### src/rtl/sfcc_pkg.sv
// Shared types and constants of the sensor frame CRC checker and converter
package sfcc_pkg;

    // Configuration register indexes and reset values
    localparam int CFG_ADDR_W = 1;
    localparam int CFG_DATA_W = 8;
    localparam logic [CFG_ADDR_W-1:0] REG_CRC_POLY = 1'b0;
    localparam logic [CFG_ADDR_W-1:0] REG_CRC_INIT = 1'b1;
    localparam logic [7:0] CRC_POLY_RESET = 8'h31;
    localparam logic [7:0] CRC_INIT_RESET = 8'hFF;

    // Depth of the frame queue between front and back
    localparam int QUEUE_DEPTH_DEFAULT = 4;

    // One checked frame, handed from the front to the back
    typedef struct packed {
        logic [15:0] temp_raw;
        logic [15:0] hum_raw;
        logic        temp_ok;
        logic        hum_ok;
    } sfcc_rec_t;

endpackage

### src/rtl/sfcc_front.sv
// Front end: byte framing, CRC-8 per word and configuration registers
module sfcc_front
(
    input  logic                             clk,
    input  logic                             rst_n,
    input  logic                             cfg_we,
    input  logic [sfcc_pkg::CFG_ADDR_W-1:0]  cfg_addr,
    input  logic [sfcc_pkg::CFG_DATA_W-1:0]  cfg_wdata,
    input  logic                             in_valid,
    output logic                             in_ready,
    input  logic [7:0]                       data_byte,
    input  logic                             frame_start,
    input  logic                             q_full,
    output logic                             q_push,
    output sfcc_pkg::sfcc_rec_t              q_rec
);
    import sfcc_pkg::*;

    // Byte positions within a frame
    localparam logic [2:0] POS_T_HI  = 3'd0;
    localparam logic [2:0] POS_T_LO  = 3'd1;
    localparam logic [2:0] POS_T_CRC = 3'd2;
    localparam logic [2:0] POS_H_HI  = 3'd3;
    localparam logic [2:0] POS_H_LO  = 3'd4;
    localparam logic [2:0] POS_H_CRC = 3'd5;

    // One byte of CRC-8, MSB first, implicit top bit of the generator
    function automatic logic [7:0] crc8_byte(input logic [7:0] rem,
                                             input logic [7:0] b,
                                             input logic [7:0] poly);
        logic [7:0] r;
        r = rem ^ b;
        for (int k = 0; k < 8; k++) begin
            if (r[7])
                r = {r[6:0], 1'b0} ^ poly;
            else
                r = {r[6:0], 1'b0};
        end
        return r;
    endfunction

    logic [7:0]  poly_reg;
    logic [7:0]  init_reg;
    logic [2:0]  pos_reg, pos_next;
    logic [7:0]  crc_reg, crc_next;
    logic [15:0] temp_word_reg, temp_word_next;
    logic        temp_good_reg, temp_good_next;
    logic [7:0]  hum_hi_reg, hum_hi_next;
    logic [7:0]  hum_lo_reg, hum_lo_next;

    logic        accept;
    logic [2:0]  pos;
    logic [7:0]  crc_in;
    logic [7:0]  crc_new;
    logic        hum_match;

    assign in_ready = !q_full;
    assign accept   = in_valid && in_ready;

    // Resynchronize on frame start, treat unused positions as the first byte
    assign pos       = (frame_start || pos_reg > POS_H_CRC) ? POS_T_HI : pos_reg;
    assign crc_in    = (pos == POS_T_HI || pos == POS_H_HI) ? init_reg : crc_reg;
    assign crc_new   = crc8_byte(crc_in, data_byte, poly_reg);
    assign hum_match = (crc_reg == data_byte);

    // Advance frame state on each byte transfer
    always_comb
    begin
        pos_next       = pos + 3'd1;
        crc_next       = crc_reg;
        temp_word_next = temp_word_reg;
        temp_good_next = temp_good_reg;
        hum_hi_next    = hum_hi_reg;
        hum_lo_next    = hum_lo_reg;
        case (pos)
            POS_T_HI:
            begin
                crc_next       = crc_new;
                temp_word_next = {data_byte, 8'd0};
            end
            POS_T_LO:
            begin
                crc_next       = crc_new;
                temp_word_next = {temp_word_reg[15:8], data_byte};
            end
            POS_T_CRC:
            begin
                temp_good_next = (crc_reg == data_byte);
                crc_next       = init_reg;
            end
            POS_H_HI:
            begin
                crc_next    = crc_new;
                hum_hi_next = data_byte;
            end
            POS_H_LO:
            begin
                crc_next    = crc_new;
                hum_lo_next = data_byte;
            end
            default:
            begin
                crc_next = init_reg;
                pos_next = POS_T_HI;
            end
        endcase
    end

    // Hand a finished frame to the queue on the last byte
    assign q_push         = accept && (pos == POS_H_CRC);
    assign q_rec.temp_raw = temp_word_reg;
    assign q_rec.hum_raw  = {hum_hi_reg, hum_lo_reg};
    assign q_rec.temp_ok  = temp_good_reg;
    assign q_rec.hum_ok   = hum_match;

    // Hold configuration registers
    always_ff @(posedge clk or negedge rst_n)
    begin
        if (!rst_n)
        begin
            poly_reg <= CRC_POLY_RESET;
            init_reg <= CRC_INIT_RESET;
        end
        else if (cfg_we)
        begin
            if (cfg_addr == REG_CRC_POLY)
                poly_reg <= cfg_wdata;
            else if (cfg_addr == REG_CRC_INIT)
                init_reg <= cfg_wdata;
        end
    end

    // Hold frame state
    always_ff @(posedge clk or negedge rst_n)
    begin
        if (!rst_n)
        begin
            pos_reg       <= POS_T_HI;
            crc_reg       <= CRC_INIT_RESET;
            temp_word_reg <= 16'd0;
            temp_good_reg <= 1'b0;
            hum_hi_reg    <= 8'd0;
            hum_lo_reg    <= 8'd0;
        end
        else if (accept)
        begin
            pos_reg       <= pos_next;
            crc_reg       <= crc_next;
            temp_word_reg <= temp_word_next;
            temp_good_reg <= temp_good_next;
            hum_hi_reg    <= hum_hi_next;
            hum_lo_reg    <= hum_lo_next;
        end
    end

endmodule

### src/rtl/sfcc_queue.sv
// Small frame queue between the front and back ends
module sfcc_queue
#(
    parameter int DEPTH = sfcc_pkg::QUEUE_DEPTH_DEFAULT
)
(
    input  logic                 clk,
    input  logic                 rst_n,
    input  logic                 push,
    input  sfcc_pkg::sfcc_rec_t  push_rec,
    output logic                 full,
    input  logic                 pop,
    output sfcc_pkg::sfcc_rec_t  pop_rec,
    output logic                 empty
);
    import sfcc_pkg::*;

    localparam int PTR_W = (DEPTH > 1) ? $clog2(DEPTH) : 1;
    localparam int CNT_W = $clog2(DEPTH + 1);
    localparam logic [PTR_W-1:0] PTR_LAST = PTR_W'(DEPTH - 1);
    localparam logic [CNT_W-1:0] CNT_FULL = CNT_W'(DEPTH);

    sfcc_rec_t        slot_reg [DEPTH];
    logic [PTR_W-1:0] wr_ptr_reg, wr_ptr_next;
    logic [PTR_W-1:0] rd_ptr_reg, rd_ptr_next;
    logic [CNT_W-1:0] count_reg, count_next;
    logic             do_push;
    logic             do_pop;

    assign full    = (count_reg == CNT_FULL);
    assign empty   = (count_reg == '0);
    assign do_push = push && !full;
    assign do_pop  = pop && !empty;
    assign pop_rec = slot_reg[rd_ptr_reg];

    // Advance pointers with explicit wrap
    always_comb
    begin
        wr_ptr_next = wr_ptr_reg;
        rd_ptr_next = rd_ptr_reg;
        count_next  = count_reg;
        if (do_push)
            wr_ptr_next = (wr_ptr_reg == PTR_LAST) ? '0 : wr_ptr_reg + 1'b1;
        if (do_pop)
            rd_ptr_next = (rd_ptr_reg == PTR_LAST) ? '0 : rd_ptr_reg + 1'b1;
        if (do_push && !do_pop)
            count_next = count_reg + 1'b1;
        else if (do_pop && !do_push)
            count_next = count_reg - 1'b1;
    end

    always_ff @(posedge clk or negedge rst_n)
    begin
        if (!rst_n)
        begin
            wr_ptr_reg <= '0;
            rd_ptr_reg <= '0;
            count_reg  <= '0;
        end
        else
        begin
            wr_ptr_reg <= wr_ptr_next;
            rd_ptr_reg <= rd_ptr_next;
            count_reg  <= count_next;
        end
    end

    // Store entries
    always_ff @(posedge clk)
    begin
        if (do_push)
            slot_reg[wr_ptr_reg] <= push_rec;
    end

endmodule

### src/rtl/sfcc_back.sv
// Back end: scaling of raw words to centi-units and the output register
module sfcc_back
(
    input  logic                 clk,
    input  logic                 rst_n,
    input  logic                 q_empty,
    input  sfcc_pkg::sfcc_rec_t  q_rec,
    output logic                 q_pop,
    output logic                 out_valid,
    input  logic                 out_ready,
    output logic signed [14:0]   temperature_centi,
    output logic [13:0]          humidity_centi,
    output logic                 temperature_crc_ok,
    output logic                 humidity_crc_ok,
    output logic                 frame_ok
);
    import sfcc_pkg::*;

    localparam logic [14:0] TEMP_SPAN  = 15'd17500;
    localparam logic [13:0] HUM_SPAN   = 14'd10000;
    localparam logic [31:0] ROUND_HALF = 32'd32767;
    localparam logic signed [15:0] TEMP_OFFSET = 16'sd4500;

    logic        s1_valid_reg;
    logic [30:0] s1_temp_prod_reg;
    logic [29:0] s1_hum_prod_reg;
    logic        s1_temp_ok_reg;
    logic        s1_hum_ok_reg;

    logic        out_valid_reg;
    logic [14:0] temp_out_reg;
    logic [13:0] hum_out_reg;
    logic        temp_ok_out_reg;
    logic        hum_ok_out_reg;
    logic        frame_ok_out_reg;

    logic        advance;
    logic [31:0] temp_x, temp_acc;
    logic [31:0] hum_x, hum_acc;
    logic [15:0] temp_q, hum_q;
    logic signed [15:0] temp_c;
    logic        ok;

    assign advance = !out_valid_reg || out_ready;
    assign q_pop   = advance && !q_empty;

    // Divide by 65535 with rounding: x / 65535 == (x + (x >> 16) + 1) >> 16
    assign temp_x   = {1'b0, s1_temp_prod_reg} + ROUND_HALF;
    assign temp_acc = temp_x + {16'd0, temp_x[31:16]} + 32'd1;
    assign temp_q   = temp_acc[31:16];
    assign hum_x    = {2'b00, s1_hum_prod_reg} + ROUND_HALF;
    assign hum_acc  = hum_x + {16'd0, hum_x[31:16]} + 32'd1;
    assign hum_q    = hum_acc[31:16];
    assign temp_c   = $signed({1'b0, temp_q[14:0]}) - TEMP_OFFSET;
    assign ok       = s1_temp_ok_reg && s1_hum_ok_reg;

    // Multiply stage and output stage valid bits
    always_ff @(posedge clk or negedge rst_n)
    begin
        if (!rst_n)
        begin
            s1_valid_reg  <= 1'b0;
            out_valid_reg <= 1'b0;
        end
        else if (advance)
        begin
            s1_valid_reg  <= !q_empty;
            out_valid_reg <= s1_valid_reg;
        end
    end

    // Scale raw words, then round and offset into the output register
    always_ff @(posedge clk)
    begin
        if (advance)
        begin
            s1_temp_prod_reg <= 31'(TEMP_SPAN) * 31'(q_rec.temp_raw);
            s1_hum_prod_reg  <= 30'(HUM_SPAN) * 30'(q_rec.hum_raw);
            s1_temp_ok_reg   <= q_rec.temp_ok;
            s1_hum_ok_reg    <= q_rec.hum_ok;
            temp_out_reg     <= ok ? temp_c[14:0] : 15'd0;
            hum_out_reg      <= ok ? hum_q[13:0] : 14'd0;
            temp_ok_out_reg  <= s1_temp_ok_reg;
            hum_ok_out_reg   <= s1_hum_ok_reg;
            frame_ok_out_reg <= ok;
        end
    end

    assign out_valid          = out_valid_reg;
    assign temperature_centi  = $signed(temp_out_reg);
    assign humidity_centi     = hum_out_reg;
    assign temperature_crc_ok = temp_ok_out_reg;
    assign humidity_crc_ok    = hum_ok_out_reg;
    assign frame_ok           = frame_ok_out_reg;

endmodule

### src/rtl/sensor_frame_crc_convert_top.sv
// Top level of the sensor frame CRC checker and converter
//
// Input stream s_*: one frame byte per transfer, s_tdata[7:0] the byte,
// s_tuser[0] marks the first byte of a frame and resynchronizes mid-frame.
// A frame is temperature high, low, CRC, then humidity high, low, CRC.
// Output stream m_*: one result per complete frame, values in hundredths
// (temperature signed), both zero unless both word CRCs matched.
// Configuration: cfg_we writes cfg_wdata to the register at cfg_addr
// (0: CRC polynomial, reset 0x31; 1: CRC initial value, reset 0xFF).
// Throughput: one byte per cycle while the queue is not full, set by the
// combinational byte CRC in the front end. After the last frame byte is
// taken, its result passes the queue, the multiply stage and the output register.
// Finished frames wait in a queue of QUEUE_DEPTH entries; when the
// receiver stalls, the output register holds and the queue fills, and
// s_tready drops only once the queue is full.
// Reset clears the frame position, the queue and the output valid bit,
// and restores the configuration registers to their reset values.
module sensor_frame_crc_convert_top
#(
    parameter int QUEUE_DEPTH = sfcc_pkg::QUEUE_DEPTH_DEFAULT
)
(
    input  logic                             clk,
    input  logic                             rst_n,
    input  logic                             cfg_we,
    input  logic [sfcc_pkg::CFG_ADDR_W-1:0]  cfg_addr,
    input  logic [sfcc_pkg::CFG_DATA_W-1:0]  cfg_wdata,
    input  logic                             s_tvalid,
    output logic                             s_tready,
    input  logic [7:0]                       s_tdata,   // [7:0] data_byte
    input  logic [0:0]                       s_tuser,   // [0] frame_start
    output logic                             m_tvalid,
    input  logic                             m_tready,
    output logic [31:0]                      m_tdata,   // [14:0] temperature_centi,
                                                        // [28:15] humidity_centi
    output logic [2:0]                       m_tuser    // [0] temperature_crc_ok,
                                                        // [1] humidity_crc_ok, [2] frame_ok
);
    import sfcc_pkg::*;

    sfcc_rec_t          push_rec;
    sfcc_rec_t          pop_rec;
    logic               q_push;
    logic               q_pop;
    logic               q_full;
    logic               q_empty;
    logic signed [14:0] temperature_centi;
    logic [13:0]        humidity_centi;
    logic               temperature_crc_ok;
    logic               humidity_crc_ok;
    logic               frame_ok;

    sfcc_front u_front
    (
        .clk         (clk),
        .rst_n       (rst_n),
        .cfg_we      (cfg_we),
        .cfg_addr    (cfg_addr),
        .cfg_wdata   (cfg_wdata),
        .in_valid    (s_tvalid),
        .in_ready    (s_tready),
        .data_byte   (s_tdata),
        .frame_start (s_tuser[0]),
        .q_full      (q_full),
        .q_push      (q_push),
        .q_rec       (push_rec)
    );

    sfcc_queue #(.DEPTH(QUEUE_DEPTH)) u_queue
    (
        .clk      (clk),
        .rst_n    (rst_n),
        .push     (q_push),
        .push_rec (push_rec),
        .full     (q_full),
        .pop      (q_pop),
        .pop_rec  (pop_rec),
        .empty    (q_empty)
    );

    sfcc_back u_back
    (
        .clk                (clk),
        .rst_n              (rst_n),
        .q_empty            (q_empty),
        .q_rec              (pop_rec),
        .q_pop              (q_pop),
        .out_valid          (m_tvalid),
        .out_ready          (m_tready),
        .temperature_centi  (temperature_centi),
        .humidity_centi     (humidity_centi),
        .temperature_crc_ok (temperature_crc_ok),
        .humidity_crc_ok    (humidity_crc_ok),
        .frame_ok           (frame_ok)
    );

    // Pack result fields
    assign m_tdata = {3'd0, humidity_centi, temperature_centi};
    assign m_tuser = {frame_ok, humidity_crc_ok, temperature_crc_ok};

endmodule

### config.mk
export PLATFORM = sky130hd
export DESIGN_NAME = sensor_frame_crc_convert_top
export DESIGN_NICKNAME = d
export VERILOG_FILES = /design/src/rtl/sfcc_pkg.sv /design/src/rtl/sfcc_front.sv /design/src/rtl/sfcc_queue.sv /design/src/rtl/sfcc_back.sv /design/src/rtl/sensor_frame_crc_convert_top.sv
export SDC_FILE = /design/constraint.sdc
export NUM_CORES = 1
export LEC_CHECK = 0
export BUFFER_PORTS_ARGS = -buffer_cell sky130_fd_sc_hd__buf_4
export CAP_MARGIN = 30
export CORE_ASPECT_RATIO = 1.1
export CORE_MARGIN = 2
export CORE_UTILIZATION = 62
export CTS_CLUSTER_DIAMETER = 150
export DETAILED_ROUTE_END_ITERATION = 10
export GPL_TIMING_DRIVEN = 0
export PLACE_DENSITY = 0.76
export SLEW_MARGIN = 25
export SYNTH_ARGS = -nofsm -noshare
export SYNTH_HDL_FRONTEND = slang
export SYNTH_HIERARCHICAL = 1
export SYNTH_SLANG_ARGS = --single-unit
### constraint.sdc
create_clock -name clk -period 7.15 [get_ports clk]
set_clock_uncertainty 0.1 [all_clocks]
set_input_delay 1.0725 -clock clk [delete_from_list [all_inputs] [get_ports clk]]
set_output_delay 1.0725 -clock clk [all_outputs]
set_load 0.02 [all_outputs]
==> flow_metrics.env, run 1 <==
export IMPL_synth_top_area_frac=0.318
export IMPL_hold_viol_final=0
export IMPL_numPortBuffers=56
export IMPL_hp_class="in2async"
export IMPL_grt_busiest_layer="met2"
export IMPL_syn_avg_cell_area_sq_um=11.4
export IMPL_grt_total_usage=0.244
export IMPL_insertion_delay_ns=0.57
export IMPL_crit_arrival_ns=6.86
export IMPL_clockBufferDepth=3
export IMPL_nNetsFinal=2271
export IMPL_largest_reg_flops=136
export IMPL_grt_pass1_vias=14400
export IMPL_cp_max_fo=10
export IMPL_final_common_cell="inv_1"
export IMPL_cts_resized=0
export IMPL_drive_gt1_frac=0.149
export IMPL_grt_use_met2=0.442
export IMPL_final_min_clock_period_ns=6.67
export IMPL_cts_hold_buf=0
export IMPL_synth_ff_type="edfxtp_1"
export IMPL_cts_setup_buffers=0
export IMPL_grt_use_met3=0.0234
export IMPL_synth_async_sr_flop_share=0.235
export IMPL_vias=14200
export IMPL_synth_seq_cells=294
export IMPL_grt_pass1_wl_um=71000
export IMPL_drc_errors=0
export IMPL_die_x_um=181
export IMPL_ys_warnings_count=6
export IMPL_clk_pin_slew_ns=0.06
export IMPL_met1_usage=0.310
export IMPL_max_slew_margin=0.411
export IMPL_syn_inst=1866
export IMPL_wirelength_um=43100
export IMPL_status="finished, final reports clean"
export IMPL_cts_max_level=1
export IMPL_clock_root_buffer="clkbuf_16"
export IMPL_dieArea_sq_mm=0.0358
export IMPL_ys_seq_area_frac=0.400
export IMPL_drv_cap=0
export IMPL_dr_pass1_iters=5
export IMPL_cts_buffers=30
export IMPL_rsz0062_at_grt="false"
export IMPL_die_height_um=198
export IMPL_gp_congestion=0.916
export IMPL_vias_per_cell=5.87
export IMPL_drt_initial_drc_count=840
export IMPL_clkSinkCount=294
export IMPL_fp_row_count=71
export IMPL_syn2layout_area_growth_pct=10.5
export IMPL_core_area_sq_mm=0.0340
export IMPL_cts_tree="done"
export IMPL_io_pins=60
export IMPL_netlist_top_cells_area="edfxtp_1 32%, ha_1 12%, fa_1 7.6%, dfrtp_1 5.9%, inv_1 4.5%"
export IMPL_start_util=0.625
export IMPL_ys_types=115
export IMPL_grt_max_degree=70
export IMPL_tns_ns=0
export IMPL_final_cell_mix="256 x inv_1, 225 x edfxtp_1, 204 x ha_1"
export IMPL_syn_cell_area_sq_mm=0.0213
export IMPL_cp_required_ns=7.34
export IMPL_start_kind="flop"
export IMPL_antenna_found_initial=0
export IMPL_diodes=0
export IMPL_place_hpwl_um=32800
export IMPL_wl_per_cell_um=17.8
export IMPL_synth_edf_count=225
export IMPL_tightest_slew_ns=0.881
export IMPL_setup_viol=0
export IMPL_finalCritPeriodShare=0.933
export IMPL_yosysTopAreaCell="edfxtp_1"
export IMPL_clock_fmax_ghz=0.150
export IMPL_grt_overflow_total=0
export IMPL_path_class="reg2reg"
export IMPL_drt_antenna_violating_nets=0
export IMPL_slew_viol_final=0
export IMPL_worst_setup_path_end_kind="flop"
[final timing paths]
path | startpoint | end | slack, ns | cells past startpoint
max in group asynchronous | rst_n | u_front/poly_reg[5] | 6.06 | 2
max reg2reg | u_queue/rd_ptr_reg[0] | u_back/s1_temp_prod_reg[30] | 0.48 | 24
max | u_queue/rd_ptr_reg[0] | u_back/s1_temp_prod_reg[30] | 0.48 | 24
min | rst_n | u_queue/count_reg[0] | 0.29 | 1
min reg2reg | u_back/s1_valid_reg | u_back/out_valid | 0.37 | 1
min in group clk | u_back/s1_valid_reg | u_back/out_valid | 0.37 | 1
[kinds of logic (layout without fill, tap and decap cells)]
logic type / count (synthesis) / in the layout / share of synthesized area
mux: 81 / 81 / 0.0609
other cells: 1 / 3 / 0.000176
flops: 294 / 294 / 0.400
compound gates: 303 / 303 / 0.101
xor+xnor: 145 / 145 / 0.0669
buf+inv: 319 / 438 / 0.0630
simple gates: 436 / 436 / 0.111
fa+ha+maj: 287 / 287 / 0.197
[synthesized netlist by cell type (8+ instances only)]
cell	number
a211oi_1	20
a21o_1	19
a21oi_1	67
a22o_1	8
a31oi_1	11
and2_1	11
and3_1	19
buf_2	15
buf_4	9
clkbuf_1	24
dfrtp_1	50
dfstp_2	19
edfxtp_1	225
fa_1	81
ha_1	204
inv_1	257
mux2_2	36
mux4_2	34
nand2_1	91
nand2b_1	22
nand3_1	38
nand4_1	12
nor2_1	116
nor2b_1	10
nor3_1	29
nor4_1	12
o211ai_1	10
o21a_1	12
o21ai_0	47
o21ai_1	17
or2_2	10
or3_1	11
xnor2_1	93
xor2_1	40
[stage by stage]
stage          setup WS [ns]   util  instances  area [sq um]  hold slack (ns)
2_1_floorplan           1.19      -       1868         21300            0.326
3_5_place_dp           0.493  0.658       2368         22400            0.345
3_3_place_gp           0.550  0.653       2362         22200            0.354
6_report               0.478  0.690       2425         23500            0.293
5_1_grt               0.0936  0.690       2425         23500            0.294
4_1_cts                0.501  0.690       2424         23500            0.371
[per-layer routing]
| layer | part of all wire | wire, um | vias to the layer above |
|---|---|---|---|
| li1 | - | - | 6838 |
| met4 | 0.031 | 1330 | 0 |
| met1 | 0.42 | 18200 | 6951 |
| met5 | 0 | 0 | - |
| met3 | 0.036 | 1570 | 99 |
| met2 | 0.51 | 22000 | 346 |
[area by class of cell]
cell class                 count  area (sq um)
clock inverter                18           272
fill                        2441         10500
sequential                   294          8510
timing repair buffer          63           583
tap                          438           548
buffer                        59           363
multi-input combinational   1255         11400
clock buffer                  38           811
inverter                     260           978
[critical path, cell delays in order, from the launching register on]
cell,delay (ns)
dfrtp_1,0.38
buf_6,0.20
buf_12,0.18
mux4_2,0.62
ha_1,0.34
inv_1,0.05
fa_1,0.50
inv_1,0.05
ha_1,0.29
ha_1,0.28
inv_1,0.05
fa_1,0.52
inv_1,0.07
fa_1,0.46
a21o_1,0.17
a21oi_1,0.22
o21bai_1,0.13
a211oi_1,0.34
nor4_1,0.12
nor2_1,0.17
a211oi_1,0.11
nor4bb_1,0.44
o21bai_1,0.14
a21boi_0,0.30
o21ai_0,0.14
Power of run 1 is not shown: default switching activity piles up to over one toggle a cycle in this logic, so the estimate is an artifact.
==> run 2, diff against run 1 <==
--- a/config.mk
+++ b/config.mk
@@ -8,7 +8,7 @@
 export BUFFER_PORTS_ARGS = -buffer_cell sky130_fd_sc_hd__buf_4
 export CAP_MARGIN = 30
 export CORE_ASPECT_RATIO = 1.1
-export CORE_MARGIN = 2
+export CORE_MARGIN = 5
 export CORE_UTILIZATION = 62
 export CTS_CLUSTER_DIAMETER = 150
 export DETAILED_ROUTE_END_ITERATION = 10
==> flow_metrics.env, run 2 (same netlist as run 1, synthesis figures left out) <==
export IMPL_status="finished, final reports clean"
export IMPL_grt_pass1_wl_um=72900
export IMPL_grt_total_usage=0.230
export IMPL_nNetsFinal=2271
export IMPL_hp_class="in2async"
export IMPL_cts_resized=0
export IMPL_fp_row_count=71
export IMPL_n_fill_cell=2496
export IMPL_final_cell_mix="256 x inv_1, 225 x edfxtp_1, 204 x ha_1"
export IMPL_cts_max_level=1
export IMPL_cp_max_fo=10
export IMPL_cpPeakStageDelay_ns=0.53
export IMPL_drive_gt1_frac=0.146
export IMPL_die_height_um=204
export IMPL_cp_required_ns=7.33
export IMPL_worst_setup_path_end_kind="flop"
export IMPL_wl_per_cell_um=18.2
export IMPL_grt_overflow_total=0
export IMPL_grt_max_degree=70
export IMPL_wirelength_um=44100
export IMPL_vias_per_cell=5.89
export IMPL_drv_cap=0
export IMPL_setup_viol=0
export IMPL_final_common_cell="inv_1"
export IMPL_largest_reg_flops=136
export IMPL_insertion_delay_ns=0.58
export IMPL_max_slew_margin=0.451
export IMPL_hold_viol_final=0
export IMPL_finalCritPeriodShare=0.932
export IMPL_crit_arrival_ns=6.85
export IMPL_cp_cell_sequence="buf_2, buf_2, mux4_2, ha_1, inv_1, fa_1, inv_1, ha_1, ha_1, inv_1, fa_1, inv_1, fa_1, a21o_1, a21oi_1, o21bai_1, a211oi_1, nor4_1, nor2_1, a211oi_1, nor4bb_1, o21bai_1, a21boi_0, o21ai_0"
export IMPL_start_util=0.625
export IMPL_core_area_sq_mm=0.0340
export IMPL_clockBufferDepth=3
export IMPL_die_x_um=187
export IMPL_final_min_clock_period_ns=6.67
export IMPL_slew_viol_final=0
export IMPL_clk_pin_slew_ns=0.06
export IMPL_drt_initial_drc_count=871
export IMPL_cp_common_cell="inv_1"
export IMPL_r2r_start="u_queue/rd_ptr_reg[1]"
export IMPL_startpoint="u_queue/rd_ptr_reg[1]"
export IMPL_cp_slowest_cell="fa_1"
export IMPL_numPortBuffers=56
export IMPL_rsz0062_at_grt="false"
export IMPL_clkSinkCount=294
export IMPL_path_class="reg2reg"
export IMPL_antenna_found_initial=0
export IMPL_syn2layout_area_growth_pct=10.1
export IMPL_vias=14300
export IMPL_drt_antenna_violating_nets=0
export IMPL_cts_buffers=30
export IMPL_grt_pass1_vias=14500
export IMPL_tightest_slew_ns=0.803
export IMPL_tns_ns=0
export IMPL_diodes=0
export IMPL_cts_setup_buffers=0
export IMPL_io_pins=60
export IMPL_clock_fmax_ghz=0.150
export IMPL_cts_hold_buf=0
export IMPL_gp_congestion=0.924
export IMPL_cp_top_family="adder cells"
export IMPL_place_hpwl_um=33200
export IMPL_dr_pass1_iters=5
export IMPL_start_kind="flop"
export IMPL_cp_num_buf_inv=6
export IMPL_dieArea_sq_mm=0.0381
export IMPL_drc_errors=0
export IMPL_clock_root_buffer="clkbuf_16"
export IMPL_cts_tree="done"
-- run 2: layout make-up --
class / instances / area (sq um) / area share
plain buffers: 59 / 363 / 0.0155
clock buffers: 42 / 816 / 0.0349
clock inverters: 14 / 176 / 0.00754
inverters: 260 / 978 / 0.0418
multi-input cells: 1255 / 11400 / 0.489
flip-flops and latches: 294 / 8510 / 0.364
well taps: 438 / 548 / 0.0234
repair buffers: 63 / 576 / 0.0246
-- run 2: final timing paths --
path / cells after the start / slack, ns / endpoint
worst max-delay path: 24 / 0.48 / u_back/s1_temp_prod_reg[30]
worst min-delay path: 1 / 0.37 / u_front/temp_word_reg[12]
worst max register to register: 24 / 0.48 / u_back/s1_temp_prod_reg[30]
worst min register to register: 1 / 0.38 / u_back/out_valid
max in group asynchronous: 2 / 5.95 / u_front/poly_reg[5]
min in group clk: 1 / 0.38 / u_back/out_valid
-- run 2: per-layer routing --
| metal | GRT usage | up-vias | wire length, um |
|---|---|---|---|
| li1 | - | 6834 | - |
| met1 | 0.298 | 7005 | 18600 |
| met2 | 0.415 | 362 | 22600 |
| met3 | 0.0273 | 81 | 1780 |
| met4 | 0.0593 | 0 | 1150 |
| met5 | 0 | - | 0 |
-- run 2: through the flow --
stage	utilization	instance area [sq um]	hold slack, ns	std cells	worst slack, ns
CTS	0.687	23400	0.376	2424	0.444
global route	0.688	23400	0.394	2425	0.0151
floorplan	-	21300	0.326	1868	1.19
detailed placement	0.658	22400	0.361	2368	0.520
finish	0.688	23400	0.375	2425	0.483
global placement	0.653	22200	0.353	2362	0.582
-- run 2: worst reg2reg max path: cells and delay by family (launching register included) --
family | cells | cell delay [ns]
multiplexers | 1 | 0.46
AO/OA/AOI/OAI | 8 | 1.54
flip-flops | 1 | 0.35
AND/OR/NAND/NOR | 3 | 0.75
buffers and inverters | 6 | 0.80
adder cells (fa/ha/maj) | 6 | 2.37
Power of run 2 is left out for the same reason.
